--- config.mk ---
export PLATFORM = sky130hd
export DESIGN_NAME = fsd_diffuse
export DESIGN_NICKNAME = d
export VERILOG_FILES = /design/src/rtl/fsd_pkg.sv /design/src/rtl/fsd_diffuse.sv
export SDC_FILE = /design/constraint.sdc
export NUM_CORES = 1
export LEC_CHECK = 0
export ABC_CLOCK_PERIOD_IN_PS = 17800
export BUFFER_PORTS_ARGS = -buffer_cell sky130_fd_sc_hd__buf_2
export CAP_MARGIN = 20
export CORE_AREA = 2 2 118 120
export DETAILED_ROUTE_END_ITERATION = 12
export DIE_AREA = 0 0 120 122
export PLACE_DENSITY = 0.71
export SLEW_MARGIN = 25
export SYNTH_ARGS = -nofsm -noshare
export SYNTH_HDL_FRONTEND = slang
export SYNTH_SLANG_ARGS = --single-unit
export TNS_END_PERCENT = 50
--- constraint.sdc ---
create_clock -name i_clk -period 17.8 [get_ports i_clk]
set_clock_uncertainty 0.05 [all_clocks]
set_input_delay 1.78 -clock i_clk [delete_from_list [all_inputs] [get_ports i_clk]]
set_output_delay 1.78 -clock i_clk [all_outputs]
set_load 0.02 [all_outputs]
--- src/rtl/fsd_pkg.sv ---
package fsd_pkg;

    // Line store geometry
    localparam int MAX_WIDTH = 2048;
    localparam int AW        = $clog2(MAX_WIDTH);
    localparam int CW        = (AW + 1 > 12) ? AW + 1 : 12;

    // Fixed field widths
    localparam int PIX_W = 8;
    localparam int ERR_W = 11;
    localparam int ROW_W = 12;
    localparam int CFG_W = 12;

    // Configuration register indexes
    localparam logic [1:0] CFG_LINE_WIDTH   = 2'd0;
    localparam logic [1:0] CFG_FRAME_HEIGHT = 2'd1;
    localparam logic [1:0] CFG_MAX_GRAY     = 2'd2;
    localparam logic [1:0] CFG_THRESHOLD    = 2'd3;

    typedef logic signed [ERR_W-1:0] t_err;

    // Per-item control carried from the read stage to the diffusion stage
    typedef struct packed {
        logic [AW-1:0] col;
        logic          last_col;
        logic          last_row;
        logic          row0;
    } t_s1_ctl;

    // Clamp a carry sum to the error range
    function automatic t_err sat_err(input logic signed [12:0] x);
        t_err r;
        if (x > 13'sd1023) begin
            r = 11'sd1023;
        end else if (x < -13'sd1024) begin
            r = -11'sd1024;
        end else begin
            r = t_err'(x);
        end
        return r;
    endfunction

    // Divide by 16, rounding toward zero
    function automatic logic signed [11:0] div16_trunc(input logic signed [15:0] x);
        logic signed [15:0] t;
        t = x + (x[15] ? 16'sd15 : 16'sd0);
        return 12'(t >>> 4);
    endfunction

endpackage

--- src/rtl/fsd_diffuse.sv ---
module fsd_diffuse import fsd_pkg::*; (
    input  logic             i_clk,
    input  logic             i_rst_n,
    input  logic             i_fire,
    input  t_s1_ctl          i_ctl,
    input  logic [PIX_W-1:0] i_pixel,
    input  t_err             i_below,
    input  logic [PIX_W-1:0] i_max_gray,
    input  logic [PIX_W-1:0] i_threshold,
    output logic [PIX_W-1:0] o_quant,
    output t_err             o_left_err,
    output t_err             o_below_err
);

    t_err r_right_err;
    t_err r_below_left;
    t_err r_below_sum;

    logic signed [12:0] below_x;
    logic signed [12:0] v;
    logic signed [12:0] p;
    logic signed [12:0] e;
    logic signed [15:0] e16;
    logic signed [11:0] s7;
    logic signed [11:0] s3;
    logic signed [11:0] s5;
    logic signed [11:0] s1;
    logic               white;

    // Quantize the pixel plus its carried error
    always_comb begin
        below_x = i_ctl.row0 ? 13'sd0 : 13'(i_below);
        v       = $signed({5'b0, i_pixel}) + 13'(r_right_err) + below_x;
        white   = v > $signed({5'b0, i_threshold});
        p       = white ? $signed({5'b0, i_max_gray}) : 13'sd0;
        e       = v - p;
        e16     = 16'(e);
        s7      = div16_trunc((e16 <<< 3) - e16);
        s3      = div16_trunc((e16 <<< 1) + e16);
        s5      = div16_trunc((e16 <<< 2) + e16);
        s1      = div16_trunc(e16);
    end

    // Quantized pixel and the shares landing in the next row
    assign o_quant     = white ? i_max_gray : '0;
    assign o_left_err  = sat_err(13'(r_below_left) + 13'(s3));
    assign o_below_err = sat_err(13'(r_below_sum) + 13'(s5));

    // Advance the carries, clear them at the end of a row
    always_ff @(posedge i_clk) begin
        if (!i_rst_n) begin
            r_right_err  <= '0;
            r_below_left <= '0;
            r_below_sum  <= '0;
        end else if (i_fire) begin
            if (i_ctl.last_col) begin
                r_right_err  <= '0;
                r_below_left <= '0;
                r_below_sum  <= '0;
            end else begin
                r_right_err  <= sat_err(13'(s7));
                r_below_left <= o_below_err;
                r_below_sum  <= sat_err(13'(s1));
            end
        end
    end

endmodule

==> reports/metrics.cfg, run 1 <==
[run_status]
status=completed

[detailed_routing]
avgViaCountPerCell=5.66
vias=6485
wl_per_cell_um=14.7
routed_wl_um=16900
drtIter0Drc=264
drtAntennaViolNets=0
remaining_drc_errors=0
detail_route.first_pass.iterations=5

[global_route]
overflow=0
antenna_found_initial=0
grt_usage=0.232
gr-usage-met1=0.336
grt_pass1_wl_um=28000
met2_usage=0.373
grt_pass1_vias=5897
use_met3=0.0183
grt_start_max_net_pins=25
busiest_layer=met2

[place]
portBuffers=69
placed_cell_area_um2=7330
gp_congestion=0.858
dp_hpwl_um=13900
place_inst=1138

[critical_path]
slowest_stage=a21oi_1
critPathLaunchType=input port
cp.required_ns=15.97
path_max_fanout=15
end_kind=primary output
critical-path-max-stage-delay_ns=0.56
ff2ff_setup_slack_ns=6.90
worstSetupPathType=in2out
cp.arrival_ns=12.34

[yosys]
synth_edf_count=0
synth_top_area_frac=0.178
synthArstFlopShare=0
synth-seq-cells=32
syn_area_per_cell_um2=7.52
ys.flop_type=dfxtp_1
ys_top_cells_by_area=ha_1 18%, dfxtp_1 9.4%, xnor2_1 8.2%
synth_nets=1068
synth_cells=905
yosysUniqueCellTypes=79
yosysTopAreaCell=ha_1
synth_area_um2=6800
synth_warnings=0
ys_seq_area_frac=0.0942

[clocking]
clk_pin_slew_ns=0.05
cts_tree=yes
htree_levels=2
post_cts_resize_count=0
post_cts_buffers=0
clkLatencyLatePin_ns=0.28
numCtsBuffers=5
cts_buffer_depth=2
cts_hold_repair.buffers=0
cts_sinks=32
cts-root-buf=clkbuf_16

[timing]
max_freq_mhz=70.6
hold_viol=0
fin_crit_sh=0.796
slew_violations=0
period_needed_ns=14.17
max_slew_margin=0.363
grt_setup_unrepaired=false
setup_tns_ns=0
setup_violations=0
worstMarginPinSlew_ns=0.954

[final_layout]
final_area_um2=7460
final_cells=1145
area_delta_synth_final_pct=9.71
final_layout_size_suffix_gt1_frac=0.110
nets=1128
diodes=0

[flow_run]
drv_cap=0

[floorplanning]
start_util=0.504
die_y_um=122
fp.dieW_um=120
die_area_um2=14600
core_area_um2=13500
num_rows=43
ioPinCount=82

[worst_hold_path]
hp-class=reg2reg

[cells in the final DEF (no fill, tap or decap), types with 13 or more instances in the layout]
| master | instances |
|---|---|
| nor3_1 | 13 |
| nand2b_1 | 14 |
| inv_1 | 74 |
| ha_1 | 97 |
| nand3_1 | 19 |
| xor2_1 | 33 |
| buf_2 | 69 |
| a21oi_1 | 61 |
| a21o_1 | 28 |
| nand2_1 | 71 |
| o21a_1 | 22 |
| xnor2_1 | 64 |
| nor2_1 | 63 |
| o21ai_0 | 55 |
| nor2b_1 | 30 |
| dfxtp_1 | 32 |
| fa_1 | 14 |
| and2_1 | 16 |
[flip-flops by register name, indices dropped and copies added, names as in the netlist]
name          count
r_below_sum      10
r_below_left     11
r_right_err      11
[Yosys cell counts (all sizes together), types with 7 or more instances]
library cell  number
a21boi             7
and3               7
nand2             71
ha                97
nand3             19
dfxtp             32
a21oi             62
inv               77
clkbuf            18
o21ai             61
o311ai             9
xnor2             65
nand4              8
or2                7
o21a              22
and2              16
nor2              63
nand2b            14
a211oi            10
or3                7
a31oi              9
nor2b             30
xor2              34
a21o              28
nor3              14
fa                14
[worst max-delay path, delay by kind of cell]
| family | cells | cell delay, ns |
|---|---|---|
| AO/OA/AOI/OAI | 20 | 5.20 |
| XOR/XNOR | 2 | 0.49 |
| adder cells (fa/ha/maj) | 7 | 2.33 |
| buffers and inverters | 6 | 0.91 |
| AND/OR/NAND/NOR | 12 | 1.61 |
[logic make-up after synthesis]
logic type | after synthesis | share of synthesized area
adders and majority gates | 115 | 0.226
and+or+nand+nor | 275 | 0.206
DFF | 32 | 0.0942
AOI/OAI and AO/OA | 276 | 0.275
buffers and inverters | 102 | 0.0583
muxes | 6 | 0.00993
xor gates and xnor gates | 99 | 0.131
[worst paths after layout]
check	depth (start not counted)	from	to
max reg2reg	44	r_right_err[1]	r_below_left[5]
min reg2reg	2	r_below_sum[4]	r_below_sum[4]
max	47	i_ctl[0]	o_below_err[0]
min	2	r_below_sum[4]	r_below_sum[4]
[stage by stage]
stage,hold slack (ns),util,setup WS [ns]
global placement,0.392,0.543,3.85
global route,0.432,0.553,2.72
detailed placement,0.401,0.543,3.78
floorplan,0.382,-,4.58
CTS,0.413,0.553,3.72
finish,0.414,0.553,3.63
[per-layer routing]
layer | routed length [um] | vias up
met5 | 0 | -
met4 | 238 | 0
met3 | 692 | 18
met2 | 7450 | 146
met1 | 8470 | 2946
li1 | - | 3375
[layout make-up]
class	count	area (um2)
inverter	78	293
timing repair buffer	77	405
tap	180	225
fill	1346	6040
sequential	32	641
multi-input combinational	771	5760
clock inverter	1	5.00
clock buffer	6	129
Power of run 1 is not shown: default switching activity piles up to over one toggle a cycle in this logic, so the estimate is an artifact.
==> inputs of run 2 (changes only) <==
--- a/config.mk
+++ b/config.mk
@@ -5,13 +5,13 @@
 export SDC_FILE = /design/constraint.sdc
 export NUM_CORES = 1
 export LEC_CHECK = 0
-export ABC_CLOCK_PERIOD_IN_PS = 17800
+export ABC_CLOCK_PERIOD_IN_PS = 12490
 export BUFFER_PORTS_ARGS = -buffer_cell sky130_fd_sc_hd__buf_2
 export CAP_MARGIN = 20
 export CORE_AREA = 2 2 118 120
 export DETAILED_ROUTE_END_ITERATION = 12
 export DIE_AREA = 0 0 120 122
-export PLACE_DENSITY = 0.71
+export PLACE_DENSITY = 0.74
 export SLEW_MARGIN = 25
 export SYNTH_ARGS = -nofsm -noshare
 export SYNTH_HDL_FRONTEND = slang
==> constraint.sdc (replaced) <==
create_clock -name i_clk -period 12.49 [get_ports i_clk]
set_clock_uncertainty 0.05 [all_clocks]
set_input_delay 1.249 -clock i_clk [delete_from_list [all_inputs] [get_ports i_clk]]
set_output_delay 1.249 -clock i_clk [all_outputs]
set_load 0.02 [all_outputs]
==> run 2 against run 1 <==
  * Register-to-register slack lost 4.4 ns
  * Largest cell class unchanged
  * Worst hold slack gained 0.0018 ns
  * Critical path type unchanged
  * Via count grew 2.9%
  * Non-clock buffer count grew 18
==> reports/metrics.cfg, run 2 (synthesis gave the netlist of run 1 again) <==
[run_status]
status=completed

[clocking]
cts-root-buf=clkbuf_16
cts_sinks=32
clkLatencyLatePin_ns=0.28
htree_levels=2
cts_buffer_depth=2
cts_tree=yes
clk_pin_slew_ns=0.05
numCtsBuffers=5

[flow_run]
drv_cap=0

[final_layout]
nets=1146
area_delta_synth_final_pct=13.1
final_layout_size_suffix_gt1_frac=0.149
final_cell_mix=96 x ha_1, 74 x inv_1, 71 x nand2_1
diodes=0
largestRegisters=r_below_left (11), r_right_err (11), r_below_sum (10)
final_common_cell=ha_1

[worst_hold_path]
hp-class=reg2reg

[critical_path]
worstSetupPathType=in2out
end_kind=primary output
cp.arrival_ns=10.66
cp.required_ns=11.19
critPathLaunchType=input port
slowest_stage=o31ai_1
critical-path-max-stage-delay_ns=0.47
path_max_fanout=11

[timing]
fin_crit_sh=0.958
worstMarginPinSlew_ns=0.834
max_slew_margin=0.444
hold_viol=0
holdWs_ns=0.416
setup_violations=0
max_freq_mhz=83.6
slew_violations=0
period_needed_ns=11.96

[global_route]
grt_usage=0.235
grt_start_max_net_pins=25
overflow=0
antenna_found_initial=0
grt_pass1_wl_um=28500
grt_pass1_vias=6036

[floorplanning]
die_area_um2=14600
ioPinCount=82
core_area_um2=13500
start_util=0.504
num_rows=43
die_y_um=122
fp.dieW_um=120

[place]
dp_hpwl_um=14000
portBuffers=69
gp_congestion=0.928

[detailed_routing]
drtAntennaViolNets=0
drtIter0Drc=374
vias=6676
detail_route.first_pass.iterations=5
wl_per_cell_um=14.9
remaining_drc_errors=0
routed_wl_um=17300
avgViaCountPerCell=5.74

==> run 2: changes by cell type in the layout (fill, tap and decap cells not counted), moves of 4 or more <==
cell,before,now
o21ai_0,55,51
buf_4,8,26
a211oi_2,1,5
a211oi_1,9,5
==> run 2: per-stage QoR <==
| step | cells | instance area (um2) | TNS [ns] | util | worst slack [ns] |
|---|---|---|---|---|---|
| final | 1163 | 7690 | 0 | 0.570 | 0.528 |
| after global routing | 1163 | 7690 | -0.308 | 0.570 | -0.0488 |
| after CTS | 1153 | 7520 | 0 | 0.557 | 0.131 |
| after detailed placement | 1146 | 7390 | 0 | 0.547 | 0.228 |
| after global placement | 1146 | 7390 | 0 | 0.547 | 0.372 |
| after floorplan | 905 | 6800 | 0 | - | 0.333 |
==> run 2: timing repair <==
action	CTS	global route
hold buffers	0	0
setup endpoints to repair	0	22
buffers inserted	0	10
resized for setup	0	29
==> run 2: final timing paths <==
path                   from              end  slack [ns]  cells after the start
max                i_ctl[0]   o_below_err[3]        0.53                     47
min          r_below_sum[5]   r_below_sum[5]        0.42                      2
max reg2reg  r_right_err[1]  r_below_left[5]        2.55                     50
min reg2reg  r_below_sum[5]   r_below_sum[5]        0.42                      2
==> run 2: critical path: cells and delay by family <==
family	cells	cell delay, ns
xor gates and xnor gates	1	0.32
adders and majority gates	8	2.51
and+or+nand+nor	10	1.15
buffers and inverters	8	1.14
AOI/OAI and AO/OA	20	4.30
==> run 2: routing by layer <==
| layer | up-vias | track usage | part of all wire |
|---|---|---|---|
| li1 | 3406 | - | - |
| met1 | 3105 | 0.339 | 0.49 |
| met2 | 145 | 0.387 | 0.45 |
| met3 | 20 | 0.0140 | 0.039 |
| met4 | 0 | 0.0500 | 0.015 |
| met5 | - | 0 | 0 |
==> run 2: layout make-up <==
cell class,count,area (um2)
multi-input cells,771,5860
fillers,1296,5810
flip-flops and latches,32,641
repair buffers,95,541
inverters,78,293
well taps,180,225
clock buffers,6,129
clock inverters,1,5.00
Power of run 2 is left out for the same reason.
==> inputs of run 3 (changes only) <==
--- a/config.mk
+++ b/config.mk
@@ -8,10 +8,10 @@
 export ABC_CLOCK_PERIOD_IN_PS = 12490
 export BUFFER_PORTS_ARGS = -buffer_cell sky130_fd_sc_hd__buf_2
 export CAP_MARGIN = 20
-export CORE_AREA = 2 2 118 120
+export CORE_AREA = 2 2 134 136
 export DETAILED_ROUTE_END_ITERATION = 12
-export DIE_AREA = 0 0 120 122
-export PLACE_DENSITY = 0.74
+export DIE_AREA = 0 0 136 138
+export PLACE_DENSITY_LB_ADDON = 0.15
 export SLEW_MARGIN = 25
 export SYNTH_ARGS = -nofsm -noshare
 export SYNTH_HDL_FRONTEND = slang
==> run 3 against run 2 <==
  * Die area up 28%
  * Utilization shrank 12 points
  * Critical path depth is 4 higher
  * Final cell count increased by 4.3%
  * Clock-buffer cell count up 1
  * First-iteration DRC count is 18% lower
  * Highest routed layer unchanged
  * Critical endpoint is now o_below_err[1]
  * Maximum frequency is essentially flat
  * Design area up 1.7%
  * Setup slack worse by 0.0072 ns
  * Via count down 2.2%
  * Register-to-register slack about the same
  * Non-clock buffer count fell by 1
==> reports/metrics.cfg, run 3 (synthesis gave the netlist of run 1 again) <==
[final_layout]
multi_input_area_um2=5890
area_delta_synth_final_pct=15.0
diodes=0
nets=1146
final_cells=1213
final_layout_size_suffix_gt1_frac=0.150
largestRegisters=r_below_left (11), r_right_err (11), r_below_sum (10)
final_common_cell=ha_1
fillers=1874
final_cell_mix=96 x ha_1, 74 x inv_1, 71 x nand2_1
final-seq-area_um2=641
final_util=0.446

[detailed_routing]
routed_wl_um=18500
drtIter0Drc=308
vias=6531
avgViaCountPerCell=5.38
remaining_drc_errors=0
drtAntennaViolNets=0
wl_per_cell_um=15.3
detail_route.first_pass.iterations=4

[critical_path]
reg2regPathDepth=51
cp.arrival_ns=10.67
end_kind=primary output
critical-path-max-stage-delay_ns=0.49
cp.required_ns=11.19
path_max_fanout=13
worst_path_most_repeated_cell=nor2b_1
slowest_stage=fa_1
worstSetupPathType=in2out
critPathLaunchType=input port

[timing]
worstMarginPinSlew_ns=0.955
max_freq_mhz=83.5
max_slew_margin=0.363
fin_ws_ns=0.521
setup_violations=0
grt_setup_unrepaired=true
slew_violations=0
period_needed_ns=11.97
holdWs_ns=0.415
hold_viol=0
fin_crit_sh=0.958

[global_route]
overflow=0
grt_pass1_wl_um=29700
antenna_found_initial=0
grt_usage=0.194
grt_start_max_net_pins=25
grt_pass1_vias=5921

[clocking]
cts_buffer_depth=2
cts_sinks=32
numCtsBuffers=5
htree_levels=2
cts-root-buf=clkbuf_16
clk_pin_slew_ns=0.06
clkLatencyLatePin_ns=0.29
cts_hold_repair.buffers=0
cts_tree=yes

[flow_run]
drv_cap=0

[floorplanning]
fp.dieW_um=136
core_area_um2=17500
num_rows=49
ioPinCount=82
start_util=0.388
die_y_um=138
die_area_um2=18800

[run_status]
status=completed

[place]
pre_cts_slack_ns=0.145
place_inst=1197
dp_hpwl_um=15500
portBuffers=69
gp_congestion=0.849

[worst_hold_path]
hp-class=reg2reg
min_path_cells=2

## run 3: worst max-delay path: cells and delay by family
family | cells | cell delay (ns)
xor+xnor | 1 | 0.18
compound gates | 22 | 3.75
fa+ha+maj | 8 | 2.65
buf+inv | 8 | 1.20
simple gates | 12 | 1.63
## run 3: through the flow
stage / instance area, um2 / setup TNS, ns
detailed placement: 7460 / 0
finish: 7820 / 0
floorplan: 6800 / 0
global route: 7820 / -0.501
global placement: 7460 / 0
CTS: 7650 / 0
## run 3: final cells by class
type / instances / share of cell area
Clock inverter: 1 / 0.00384
Tap cell: 229 / 0.0366
Multi-Input combinational cell: 772 / 0.753
Clock buffer: 7 / 0.0195
Inverter: 78 / 0.0374
Timing Repair Buffer: 94 / 0.0681
Sequential cell: 32 / 0.0819
## run 3: what timing repair did
item,in CTS,in global routing
resized for setup,0,32
buffers inserted,0,7
setup endpoints to repair,0,22
## run 3: metal layers
metal / GRT usage / vias up / routed length (um) / share of wire
met5: 0 / - / 0 / 0
met2: 0.315 / 102 / 8390 / 0.45
met3: 0.0191 / 7 / 539 / 0.029
met1: 0.283 / 3014 / 9490 / 0.51
met4: 0.0291 / 0 / 113 / 0.0061
li1: - / 3408 / - / -
## run 3: worst paths after layout
path              slack, ns               to      startpoint
hold / removal         0.42   r_below_sum[7]  r_below_sum[7]
setup reg to reg       2.56  r_below_left[7]  r_right_err[1]
hold reg to reg        0.42   r_below_sum[7]  r_below_sum[7]
setup / recovery       0.52   o_below_err[1]        i_ctl[0]
Power of run 3 is left out for the same reason.
